File: config.mk
export PLATFORM = sky130hd
export DESIGN_NAME = vector_l2_norm
export DESIGN_NICKNAME = d
export VERILOG_FILES = /design/src/vl2n_pkg.sv /design/src/vl2n_lane.sv /design/src/vl2n_merge.sv /design/src/vl2n_sqrt.sv /design/src/vector_l2_norm.sv
export SDC_FILE = /design/constraint.sdc
export NUM_CORES = 2
export LEC_CHECK = 0
export BUFFER_PORTS_ARGS = -buffer_cell sky130_fd_sc_hd__buf_4
export CORE_UTILIZATION = 70
export DETAILED_ROUTE_END_ITERATION = 7
export PLACE_DENSITY = 0.88
export SYNTH_ARGS = -nofsm -noshare
export SYNTH_HDL_FRONTEND = slang
export SYNTH_SLANG_ARGS = --single-unit
File: constraint.sdc
create_clock -name clk -period 17.46 [get_ports clk]
set_input_delay 1.746 -clock clk [delete_from_list [all_inputs] [get_ports clk]]
set_output_delay 1.746 -clock clk [all_outputs]
set_load 0.005 [all_outputs]
File: src/vl2n_pkg.sv
// ----------------------------------------------------------------------------
// vl2n_pkg
// Shared types and constants of the vector L2 norm block: output field
// widths, status codes and the status bundle of the square-root unit.
// ----------------------------------------------------------------------------
package vl2n_pkg;

    // fixed widths of the item fields
    localparam int LANES_FIELD_W = 3;
    localparam int SUM_W         = 48;
    localparam int NORM_W        = 24;
    localparam int OUT_TDATA_W   = SUM_W + NORM_W;

    // result status codes
    localparam logic STATUS_OK       = 1'b0;
    localparam logic STATUS_OVERFLOW = 1'b1;

    // status of the square-root unit as seen by the accumulator
    typedef struct packed {
        logic busy;   // iterating on a sum
        logic full;   // result register holds an untaken result
    } sqrt_status_t;

endpackage

File: src/vl2n_lane.sv
// ----------------------------------------------------------------------------
// vl2n_lane
// One lane: absolute value of a signed element and its registered square.
// A lane beyond the valid count contributes zero.
// ----------------------------------------------------------------------------
module vl2n_lane
    import vl2n_pkg::*;
#(
    parameter int ELEM_WIDTH = 16
)
(
    input  logic                        clk,
    input  logic                        en,
    input  logic                        lane_used,
    input  logic signed [ELEM_WIDTH-1:0] elem,
    output logic [2*ELEM_WIDTH-1:0]     square
);

    logic [ELEM_WIDTH-1:0]   mag;
    logic [2*ELEM_WIDTH-1:0] mag_ext;
    logic [2*ELEM_WIDTH-1:0] square_reg;
    logic [2*ELEM_WIDTH-1:0] square_next;

    // magnitude; the most negative value maps to 2^(ELEM_WIDTH-1)
    always_comb
    begin
        if (elem[ELEM_WIDTH-1])
        begin
            mag = ~elem + 1'b1;
        end
        else
        begin
            mag = elem;
        end
        mag_ext     = {{ELEM_WIDTH{1'b0}}, mag};
        square_next = lane_used ? (mag_ext * mag_ext) : '0;
    end

    // square register
    always_ff @(posedge clk)
    begin
        if (en)
        begin
            square_reg <= square_next;
        end
    end

    assign square = square_reg;

endmodule

File: src/vl2n_merge.sv
// ----------------------------------------------------------------------------
// vl2n_merge
// Adds the lane squares of one item, then folds the item sum into the
// saturating running sum. On a last item it hands the final sum and the
// overflow flag to the square-root unit and clears the running state.
// ----------------------------------------------------------------------------
module vl2n_merge
    import vl2n_pkg::*;
#(
    parameter int LANES      = 4,
    parameter int ELEM_WIDTH = 16,
    parameter int ACC_WIDTH  = 48
)
(
    input  logic                                clk,
    input  logic                                rst_n,
    input  logic                                in_valid,
    input  logic                                in_last,
    input  logic [LANES-1:0][2*ELEM_WIDTH-1:0]  squares,
    input  sqrt_status_t                        sqrt_stat,
    output logic                                advance,
    output logic                                sqrt_start,
    output logic [ACC_WIDTH-1:0]                final_sum,
    output logic                                final_ovf
);

    localparam int ITEM_W = 2*ELEM_WIDTH + $clog2(LANES);
    localparam int ADD_W  = ((ACC_WIDTH > ITEM_W) ? ACC_WIDTH : ITEM_W) + 1;
    localparam logic [ADD_W-1:0] ACC_MAX = ADD_W'({ACC_WIDTH{1'b1}});

    logic                 item_valid_reg;
    logic                 item_last_reg;
    logic [ITEM_W-1:0]    item_sum_reg;
    logic [ITEM_W-1:0]    tree_sum;
    logic [ACC_WIDTH-1:0] acc_reg;
    logic [ACC_WIDTH-1:0] acc_next;
    logic                 ovf_reg;
    logic                 ovf_next;
    logic [ADD_W-1:0]     total;
    logic                 take;

    // sum of the lane squares
    always_comb
    begin
        tree_sum = '0;
        for (int i = 0; i < LANES; i++)
        begin
            tree_sum = tree_sum + ITEM_W'(squares[i]);
        end
    end

    // a last item waits until the square-root unit is free
    assign take    = item_valid_reg && (!item_last_reg || (!sqrt_stat.busy && !sqrt_stat.full));
    assign advance = !item_valid_reg || take;

    // saturating accumulate; overflow is sticky until the vector ends
    always_comb
    begin
        total    = ADD_W'(acc_reg) + ADD_W'(item_sum_reg);
        ovf_next = ovf_reg || (total > ACC_MAX);
        acc_next = ovf_next ? {ACC_WIDTH{1'b1}} : total[ACC_WIDTH-1:0];
    end

    assign sqrt_start = take && item_last_reg;
    assign final_sum  = acc_next;
    assign final_ovf  = ovf_next;

    // item sum stage
    always_ff @(posedge clk or negedge rst_n)
    begin
        if (!rst_n)
        begin
            item_valid_reg <= 1'b0;
            item_last_reg  <= 1'b0;
        end
        else if (advance)
        begin
            item_valid_reg <= in_valid;
            item_last_reg  <= in_last;
        end
    end

    always_ff @(posedge clk)
    begin
        if (advance)
        begin
            item_sum_reg <= tree_sum;
        end
    end

    // running sum and sticky overflow
    always_ff @(posedge clk or negedge rst_n)
    begin
        if (!rst_n)
        begin
            acc_reg <= '0;
            ovf_reg <= 1'b0;
        end
        else if (take)
        begin
            if (item_last_reg)
            begin
                acc_reg <= '0;
                ovf_reg <= 1'b0;
            end
            else
            begin
                acc_reg <= acc_next;
                ovf_reg <= ovf_next;
            end
        end
    end

endmodule

File: src/vl2n_sqrt.sv
// ----------------------------------------------------------------------------
// vl2n_sqrt
// Iterative floor square root, one result bit per cycle, followed by the
// output register that holds a finished result until it is taken.
// ----------------------------------------------------------------------------
module vl2n_sqrt
    import vl2n_pkg::*;
#(
    parameter int ACC_WIDTH = 48
)
(
    input  logic                 clk,
    input  logic                 rst_n,
    input  logic                 start,
    input  logic [ACC_WIDTH-1:0] value,
    input  logic                 ovf,
    input  logic                 out_ready,
    output logic                 out_valid,
    output logic [SUM_W-1:0]     out_sum,
    output logic [NORM_W-1:0]    out_norm,
    output logic                 out_status,
    output sqrt_status_t         stat
);

    localparam int STEPS = (ACC_WIDTH + 1) / 2;
    localparam int W     = ACC_WIDTH + 1;
    localparam int CNT_W = $clog2(STEPS);
    localparam logic [W-1:0] BIT_INIT = W'(1) << (2*(STEPS-1));

    logic               busy_reg;
    logic [CNT_W-1:0]   cnt_reg;
    logic [W-1:0]       rem_reg;
    logic [W-1:0]       rem_next;
    logic [W-1:0]       res_reg;
    logic [W-1:0]       res_next;
    logic [W-1:0]       bit_reg;
    logic [W-1:0]       trial;
    logic [SUM_W-1:0]   sum_hold_reg;
    logic               ovf_hold_reg;
    logic               out_valid_reg;
    logic [SUM_W-1:0]   out_sum_reg;
    logic [NORM_W-1:0]  out_norm_reg;
    logic               out_status_reg;
    logic               finish;

    // one restoring step
    always_comb
    begin
        trial = res_reg + bit_reg;
        if (rem_reg >= trial)
        begin
            rem_next = rem_reg - trial;
            res_next = (res_reg >> 1) + bit_reg;
        end
        else
        begin
            rem_next = rem_reg;
            res_next = res_reg >> 1;
        end
    end

    assign finish = busy_reg && (cnt_reg == '0);

    // iteration control
    always_ff @(posedge clk or negedge rst_n)
    begin
        if (!rst_n)
        begin
            busy_reg <= 1'b0;
            cnt_reg  <= '0;
        end
        else if (start)
        begin
            busy_reg <= 1'b1;
            cnt_reg  <= CNT_W'(STEPS - 1);
        end
        else if (busy_reg)
        begin
            busy_reg <= !finish;
            cnt_reg  <= cnt_reg - 1'b1;
        end
    end

    // datapath of the root
    always_ff @(posedge clk)
    begin
        if (start)
        begin
            rem_reg      <= W'(value);
            res_reg      <= '0;
            bit_reg      <= BIT_INIT;
            sum_hold_reg <= SUM_W'(value);
            ovf_hold_reg <= ovf;
        end
        else if (busy_reg)
        begin
            rem_reg <= rem_next;
            res_reg <= res_next;
            bit_reg <= bit_reg >> 2;
        end
    end

    // output register
    always_ff @(posedge clk or negedge rst_n)
    begin
        if (!rst_n)
        begin
            out_valid_reg <= 1'b0;
        end
        else if (finish)
        begin
            out_valid_reg <= 1'b1;
        end
        else if (out_ready)
        begin
            out_valid_reg <= 1'b0;
        end
    end

    always_ff @(posedge clk)
    begin
        if (finish)
        begin
            out_sum_reg    <= sum_hold_reg;
            out_norm_reg   <= ovf_hold_reg ? '0 : NORM_W'(res_next);
            out_status_reg <= ovf_hold_reg ? STATUS_OVERFLOW : STATUS_OK;
        end
    end

    assign out_valid  = out_valid_reg;
    assign out_sum    = out_sum_reg;
    assign out_norm   = out_norm_reg;
    assign out_status = out_status_reg;
    assign stat.busy  = busy_reg;
    assign stat.full  = out_valid_reg;

endmodule

File: src/vector_l2_norm.sv
// ----------------------------------------------------------------------------
// vector_l2_norm
// Streaming sum of squares and Euclidean norm of fixed-point vectors.
// ----------------------------------------------------------------------------
// Usage:
//   s_axis carries a vector as a run of items, each with LANES signed Q8.8
//   elements and a count of leading valid lanes; tlast marks the final item.
//   m_axis gives one result per vector: the Q32.16 sum of squares, its floor
//   square root (Q16.8 norm) and a status flag in tuser (1 = overflow; the sum
//   is then saturated and the norm is 0).
//   Throughput: items that are not last are taken one per cycle while no last
//   item waits in the item sum stage; the lane multipliers and the adder are
//   fully pipelined. A last item occupies the iterative square-root unit, and
//   the next last item waits in the item sum stage until that unit is idle and
//   its result register is empty. After the last item transfer, the result
//   passes the square register, the item sum stage, the root iterations and
//   the output register before m_axis_tvalid rises.
//   When the receiver stalls, the result waits in the output register while
//   further items of the next vector are still taken.
//   Reset clears the running sum, the overflow flag and all valid flags.
// ----------------------------------------------------------------------------
module vector_l2_norm
    import vl2n_pkg::*;
#(
    parameter int LANES      = 4,
    parameter int ELEM_WIDTH = 16,
    parameter int ACC_WIDTH  = 48
)
(
    input  logic                                clk,
    input  logic                                rst_n,
    input  logic                                s_axis_tvalid,
    output logic                                s_axis_tready,
    // element_0 .. element_(LANES-1), lanes_valid, zero fill
    input  logic [((LANES*ELEM_WIDTH+LANES_FIELD_W+7)/8)*8-1:0] s_axis_tdata,
    input  logic                                s_axis_tlast,
    output logic                                m_axis_tvalid,
    input  logic                                m_axis_tready,
    // sum_of_squares, norm_value
    output logic [OUT_TDATA_W-1:0]              m_axis_tdata,
    // status
    output logic                                m_axis_tuser
);

    logic [LANES_FIELD_W-1:0]           lanes_valid;
    logic [LANES-1:0][2*ELEM_WIDTH-1:0] squares;
    logic                               advance;
    logic                               sq_valid_reg;
    logic                               sq_last_reg;
    logic                               sqrt_start;
    logic [ACC_WIDTH-1:0]               final_sum;
    logic                               final_ovf;
    sqrt_status_t                       sqrt_stat;
    logic [SUM_W-1:0]                   out_sum;
    logic [NORM_W-1:0]                  out_norm;

    assign lanes_valid   = s_axis_tdata[LANES*ELEM_WIDTH +: LANES_FIELD_W];
    assign s_axis_tready = advance;

    // lane squares
    for (genvar i = 0; i < LANES; i++)
    begin : g_lane
        vl2n_lane #(
            .ELEM_WIDTH (ELEM_WIDTH)
        ) u_lane (
            .clk       (clk),
            .en        (advance),
            .lane_used (32'(lanes_valid) > i),
            .elem      (s_axis_tdata[i*ELEM_WIDTH +: ELEM_WIDTH]),
            .square    (squares[i])
        );
    end

    // valid and last of the square stage
    always_ff @(posedge clk or negedge rst_n)
    begin
        if (!rst_n)
        begin
            sq_valid_reg <= 1'b0;
            sq_last_reg  <= 1'b0;
        end
        else if (advance)
        begin
            sq_valid_reg <= s_axis_tvalid;
            sq_last_reg  <= s_axis_tlast;
        end
    end

    // item sum and running sum
    vl2n_merge #(
        .LANES      (LANES),
        .ELEM_WIDTH (ELEM_WIDTH),
        .ACC_WIDTH  (ACC_WIDTH)
    ) u_merge (
        .clk        (clk),
        .rst_n      (rst_n),
        .in_valid   (sq_valid_reg),
        .in_last    (sq_last_reg),
        .squares    (squares),
        .sqrt_stat  (sqrt_stat),
        .advance    (advance),
        .sqrt_start (sqrt_start),
        .final_sum  (final_sum),
        .final_ovf  (final_ovf)
    );

    // square root and output register
    vl2n_sqrt #(
        .ACC_WIDTH (ACC_WIDTH)
    ) u_sqrt (
        .clk        (clk),
        .rst_n      (rst_n),
        .start      (sqrt_start),
        .value      (final_sum),
        .ovf        (final_ovf),
        .out_ready  (m_axis_tready),
        .out_valid  (m_axis_tvalid),
        .out_sum    (out_sum),
        .out_norm   (out_norm),
        .out_status (m_axis_tuser),
        .stat       (sqrt_stat)
    );

    assign m_axis_tdata = {out_norm, out_sum};

    // checks
    a_start_when_free: assert property (@(posedge clk) disable iff (!rst_n)
        sqrt_start |-> (!sqrt_stat.busy && !sqrt_stat.full))
        else $error("root started while busy or holding a result");

    a_stall_only_on_root: assert property (@(posedge clk) disable iff (!rst_n)
        !s_axis_tready |-> (sqrt_stat.busy || sqrt_stat.full))
        else $error("input stalled with the root unit free");

    a_overflow_norm_zero: assert property (@(posedge clk) disable iff (!rst_n)
        (m_axis_tvalid && m_axis_tuser == STATUS_OVERFLOW) |-> (out_norm == '0))
        else $error("overflow result carries a nonzero norm");

    a_start_then_busy: assert property (@(posedge clk) disable iff (!rst_n)
        sqrt_start |=> sqrt_stat.busy)
        else $error("root unit did not start");

endmodule
==> results.txt <==
----------------------------------------------------
[CTS]
  Number of buffers created by CTS ... 48
  CTS H-tree depth ... 2
  Number of hold buffers added after cts ... 0
  Clock tree sinks ... between 400 and 500
  Clock tree from TritonCTS ... built
  Cell chosen for the clock root ... sky130_fd_sc_hd__clkbuf_16
  Clock-pin slew reported for the worst setup and hold paths after clock tree synthesis ... around 60 ps
  Clk_lat worst skew ... between 600 and 700 ps
  Maximum buffer depth of the clock tree ... 3
  Post-cts resize count ... 0
  Number of buffers inserted to repair setup after CTS ... 0

[Place]
  Worst slack, placed ... between 6000 and 7000 ps
  Weighted congestion reported at the end of routability-driven placement ... just under 1
  HPWL after detailed placement ... around 110 mm
  Port Buffers ... 146

[Timing]
  Number of hold-slack violations in the final timing report ... 0
  Final setup fails ... 0
  Minimum clock period after layout ... between 10000 and 15000 ps
  Setup repair after global routing missed its margin ... false
  Max Slew Vio Count ... 0
  Period utilization ... 60.4%
  Worst rel slew slack ... 16.7%
  Slew at the pin with the worst max-slew slack ... ~1200 ps
  Setup clock skew after layout ... ~24 ps
  Smallest setup slack after layout ... 6910 ps
  Final-layout setup total negative slack ... 0 ps
  Max frequency ... between 90 and 100 MHz
  Minimum hold slack ... around 420 ps

[Final layout]
  Post-layout nets ... 7662
  # diodes ... 0
  Fraction of final layout cells sized beyond drive strength 1 ... ~6%
  Final core utilization ... 75.9%
  Count of fill cells added during filler insertion ... 5472
  Max reg flops ... 124
  Syn-to-layout area delta ... 7.18%

[Yosys]
  Number of standard cells after synthesis ... between 6000 and 7000
  Netlist area before placement ... ~0.057 mm²
  Yosys warns ... 0
  Most numerous cell types in the synthesized netlist ... sky130_fd_sc_hd__inv_1, sky130_fd_sc_hd__fa_1, sky130_fd_sc_hd__ha_1
  Xor/xnor cell area share of the yosys netlist ... 6.23%
  Share of synthesized area spent on multiplexers ... less than 1%
  Yosys top cell area share ... between 20 and 25%
  Flops & latches, synth ... 462
  Post-synthesis average cell area ... 9.24 µm²
  Synth Area in Adders ... between 30% and 40%
  Count of unique library cells instantiated by Yosys ... 95
  Simple-Gate Fraction of Synth Area ... 12.3%
  Number of enable flip-flop cells after synthesis ... 328
  Leading cell type by number of instances after synthesis ... sky130_fd_sc_hd__inv_1
  Largest cells by area after synthesis ... sky130_fd_sc_hd__fa_1, sky130_fd_sc_hd__edfxtp_1, sky130_fd_sc_hd__ha_1
  Synthesized-area fraction occupied by ao, oa, aoi and oai cells ... 12.6%
  Main combinational cell family by area after synthesis ... adder cells
  Fraction of synthesis flops using an asynchronous set or reset pin ... about an eighth
  Synth area leader ... sky130_fd_sc_hd__fa_1
  Leading register cell type out of synthesis ... sky130_fd_sc_hd__edfxtp_1
  Share of the yosys chip area belonging to registers ... between 20% and 30%

[Global routing]
  Overall overflow remaining after global route ... 0
  Via count of the first global-routing pass ... approximately 47000
  Largest net degree at the start of global routing ... 155
  First-pass GRT wire length ... 228 mm
  Antenna violations before repair ... 0
  Aggregate global-route resource usage ... about a third

[Routing]
  Wire length reported by the detailed router ... roughly 140 mm
  Count of nets left with antenna violations after detail routing ... 0
  Total iterations of the first detailed-routing run ... 6
  Via-to-Cell Ratio ... around 6.0
  Vias ... 44500
  Detailed-route DRC error count ... 0
  Drt initial violations ... 3438
  Detailed-route wire length per cell ... 18.8 µm

[Flow run]
  Number of maximum-capacitance constraint violations ... 0

[Worst setup path]
  Endpoint kind of the worst setup timing path ... register
  Family with the most delay on the worst path ... adder cells
  Cell with the most instances on the worst path ... sky130_fd_sc_hd__fa_1
  Classification of the worst setup path ... in2reg
  Highest net fanout along the worst path ... 17
  Setup crit start kind ... primary input
  Critical-path cell with the highest stage delay ... sky130_fd_sc_hd__a2111oi_0
  Number of buffers and inverters on the critical path ... 6
  Largest incremental delay on the critical path ... 640 ps
  Required arrival time at the worst endpoint ... 17800 ps
  Data arrival time at the worst-slack endpoint ... between 10000 and 15000 ps

[Die]
  Cell row count ... ~100
  Die area ... a little over 0.08 mm²
  I/O pin total ... 152
  Vertical extent of the die ... ~290 µm
  X dimension of the die ... ~290 µm
  Initial core utilization ... a little over two thirds
  Floorplan core area ... just over 0.08 mm²

[Hold path]
  Path type of the worst min-delay path ... reg2reg

[Outcome]
  Result of the run ... completed

----------------------------------------------------
path summary, 6_finish.rpt:
kind / from / endpoint / slack (ps) / cells past startpoint
max in group asynchronous: rst_n / u_merge.acc_reg[8]$_DFFE_PN0P_ / 15670 / 1
worst min register to register: u_sqrt.sum_hold_reg[5]$_DFFE_PP_ / u_sqrt.out_sum[5]$_DFFE_PP_ / 420 / 0
min in group asynchronous: rst_n / u_sqrt.out_valid$_DFFE_PN0P_ / 1200 / 1
worst max register to register: u_sqrt.res_reg[2]$_SDFFE_PP0P_ / u_sqrt.rem_reg[10]$_DFFE_PP_ / 10510 / 20
worst min-delay path: u_sqrt.sum_hold_reg[5]$_DFFE_PP_ / u_sqrt.out_sum[5]$_DFFE_PP_ / 420 / 0
worst max-delay path: s_axis_tdata[0] / g_lane[0].u_lane.square[31]$_SDFFCE_PP0P_ / 6910 / 29
cell usage in the layout, fill, tap and decap left out, types with 30 or more instances in the layout:
cell type | netlist | final
sky130_fd_sc_hd__inv_1 | 1112 | 1111
sky130_fd_sc_hd__edfxtp_1 | 328 | 328
sky130_fd_sc_hd__ha_1 | 585 | 585
sky130_fd_sc_hd__o31ai_1 | 30 | 30
sky130_fd_sc_hd__dfrtp_1 | 60 | 59
sky130_fd_sc_hd__a31oi_1 | 82 | 82
sky130_fd_sc_hd__a21oi_1 | 296 | 295
sky130_fd_sc_hd__nand2b_1 | 41 | 41
sky130_fd_sc_hd__nand3_1 | 67 | 67
sky130_fd_sc_hd__a21o_1 | 131 | 131
sky130_fd_sc_hd__and2_1 | 52 | 52
sky130_fd_sc_hd__and3_1 | 42 | 42
sky130_fd_sc_hd__nand2_1 | 542 | 540
sky130_fd_sc_hd__fa_1 | 687 | 687
sky130_fd_sc_hd__o21bai_1 | 46 | 46
sky130_fd_sc_hd__xor2_1 | 169 | 169
sky130_fd_sc_hd__a211oi_1 | 32 | 32
sky130_fd_sc_hd__dfxtp_1 | 74 | 74
sky130_fd_sc_hd__nor2_1 | 561 | 558
sky130_fd_sc_hd__o21ai_0 | 265 | 265
sky130_fd_sc_hd__mux2i_1 | 31 | 31
sky130_fd_sc_hd__clkbuf_16 | 0 | 51
sky130_fd_sc_hd__nand4_1 | 47 | 47
sky130_fd_sc_hd__conb_1 | 2 | 46
sky130_fd_sc_hd__nor2b_1 | 50 | 50
sky130_fd_sc_hd__o21a_1 | 46 | 46
sky130_fd_sc_hd__nor3_1 | 59 | 59
sky130_fd_sc_hd__xnor2_1 | 232 | 232
sky130_fd_sc_hd__buf_4 | 0 | 204
logic make-up after synthesis:
kind of cell             count (synthesis)
multiplexers                            42
adder cells (fa/ha/maj)               1272
AO/OA/AOI/OAI                         1126
XOR/XNOR                               403
AND/OR/NAND/NOR                       1564
other                                    2
flip-flops                             462
buffers and inverters                 1303
worst register-to-register path: stages, from the launching register on:
cell,delay (ps)
sky130_fd_sc_hd__dfxtp_1,370
sky130_fd_sc_hd__ha_1,360
sky130_fd_sc_hd__a31oi_1,180
sky130_fd_sc_hd__a211o_1,310
sky130_fd_sc_hd__o21ai_0,370
sky130_fd_sc_hd__a31oi_1,190
sky130_fd_sc_hd__o21ai_0,640
sky130_fd_sc_hd__a21oi_1,180
sky130_fd_sc_hd__xor2_1,190
sky130_fd_sc_hd__ha_1,440
sky130_fd_sc_hd__nand2_1,80
sky130_fd_sc_hd__o21ai_0,340
sky130_fd_sc_hd__a41o_1,160
sky130_fd_sc_hd__o31ai_1,70
sky130_fd_sc_hd__a21oi_1,340
sky130_fd_sc_hd__a41oi_1,450
sky130_fd_sc_hd__o41ai_4,480
sky130_fd_sc_hd__buf_4,430
sky130_fd_sc_hd__nand2_1,280
sky130_fd_sc_hd__nand2_2,120
sky130_fd_sc_hd__buf_4,520
through the flow:
step,cell area [µm²],cells
CTS,61100,7413
floorplan,57200,6218
detailed placement,59500,7323
finish,61100,7413
global route,61100,7413
global placement,59500,7323
metal layers:
layer / routed length, µm / up-vias / part of all wire, % / global-route usage (%)
li1: - / 20600 / - / -
met1: 52500 / 21700 / 38 / 41.2
met2: 70300 / 1773 / 50 / 60.9
met3: 9240 / 464 / 6.6 / 4.61
met4: 7480 / 0 / 5.4 / 17.3
met5: 0 / - / 0 / 0
layout make-up:
type | instances | area (µm²) | area share, %
Clock inverter | 31 | 320 | 0.524
Inverter | 1143 | 4300 | 7.03
Sequential cell | 462 | 12800 | 21.0
Multi-Input combinational cell | 4453 | 39500 | 64.6
Timing Repair Buffer | 205 | 1550 | 2.54
Clock buffer | 59 | 1320 | 2.15
Tap cell | 1060 | 1330 | 2.17
Power is left out: the tool's default activity adds up to more than one toggle a clock period on the data nets, which glitch-free logic cannot reach.
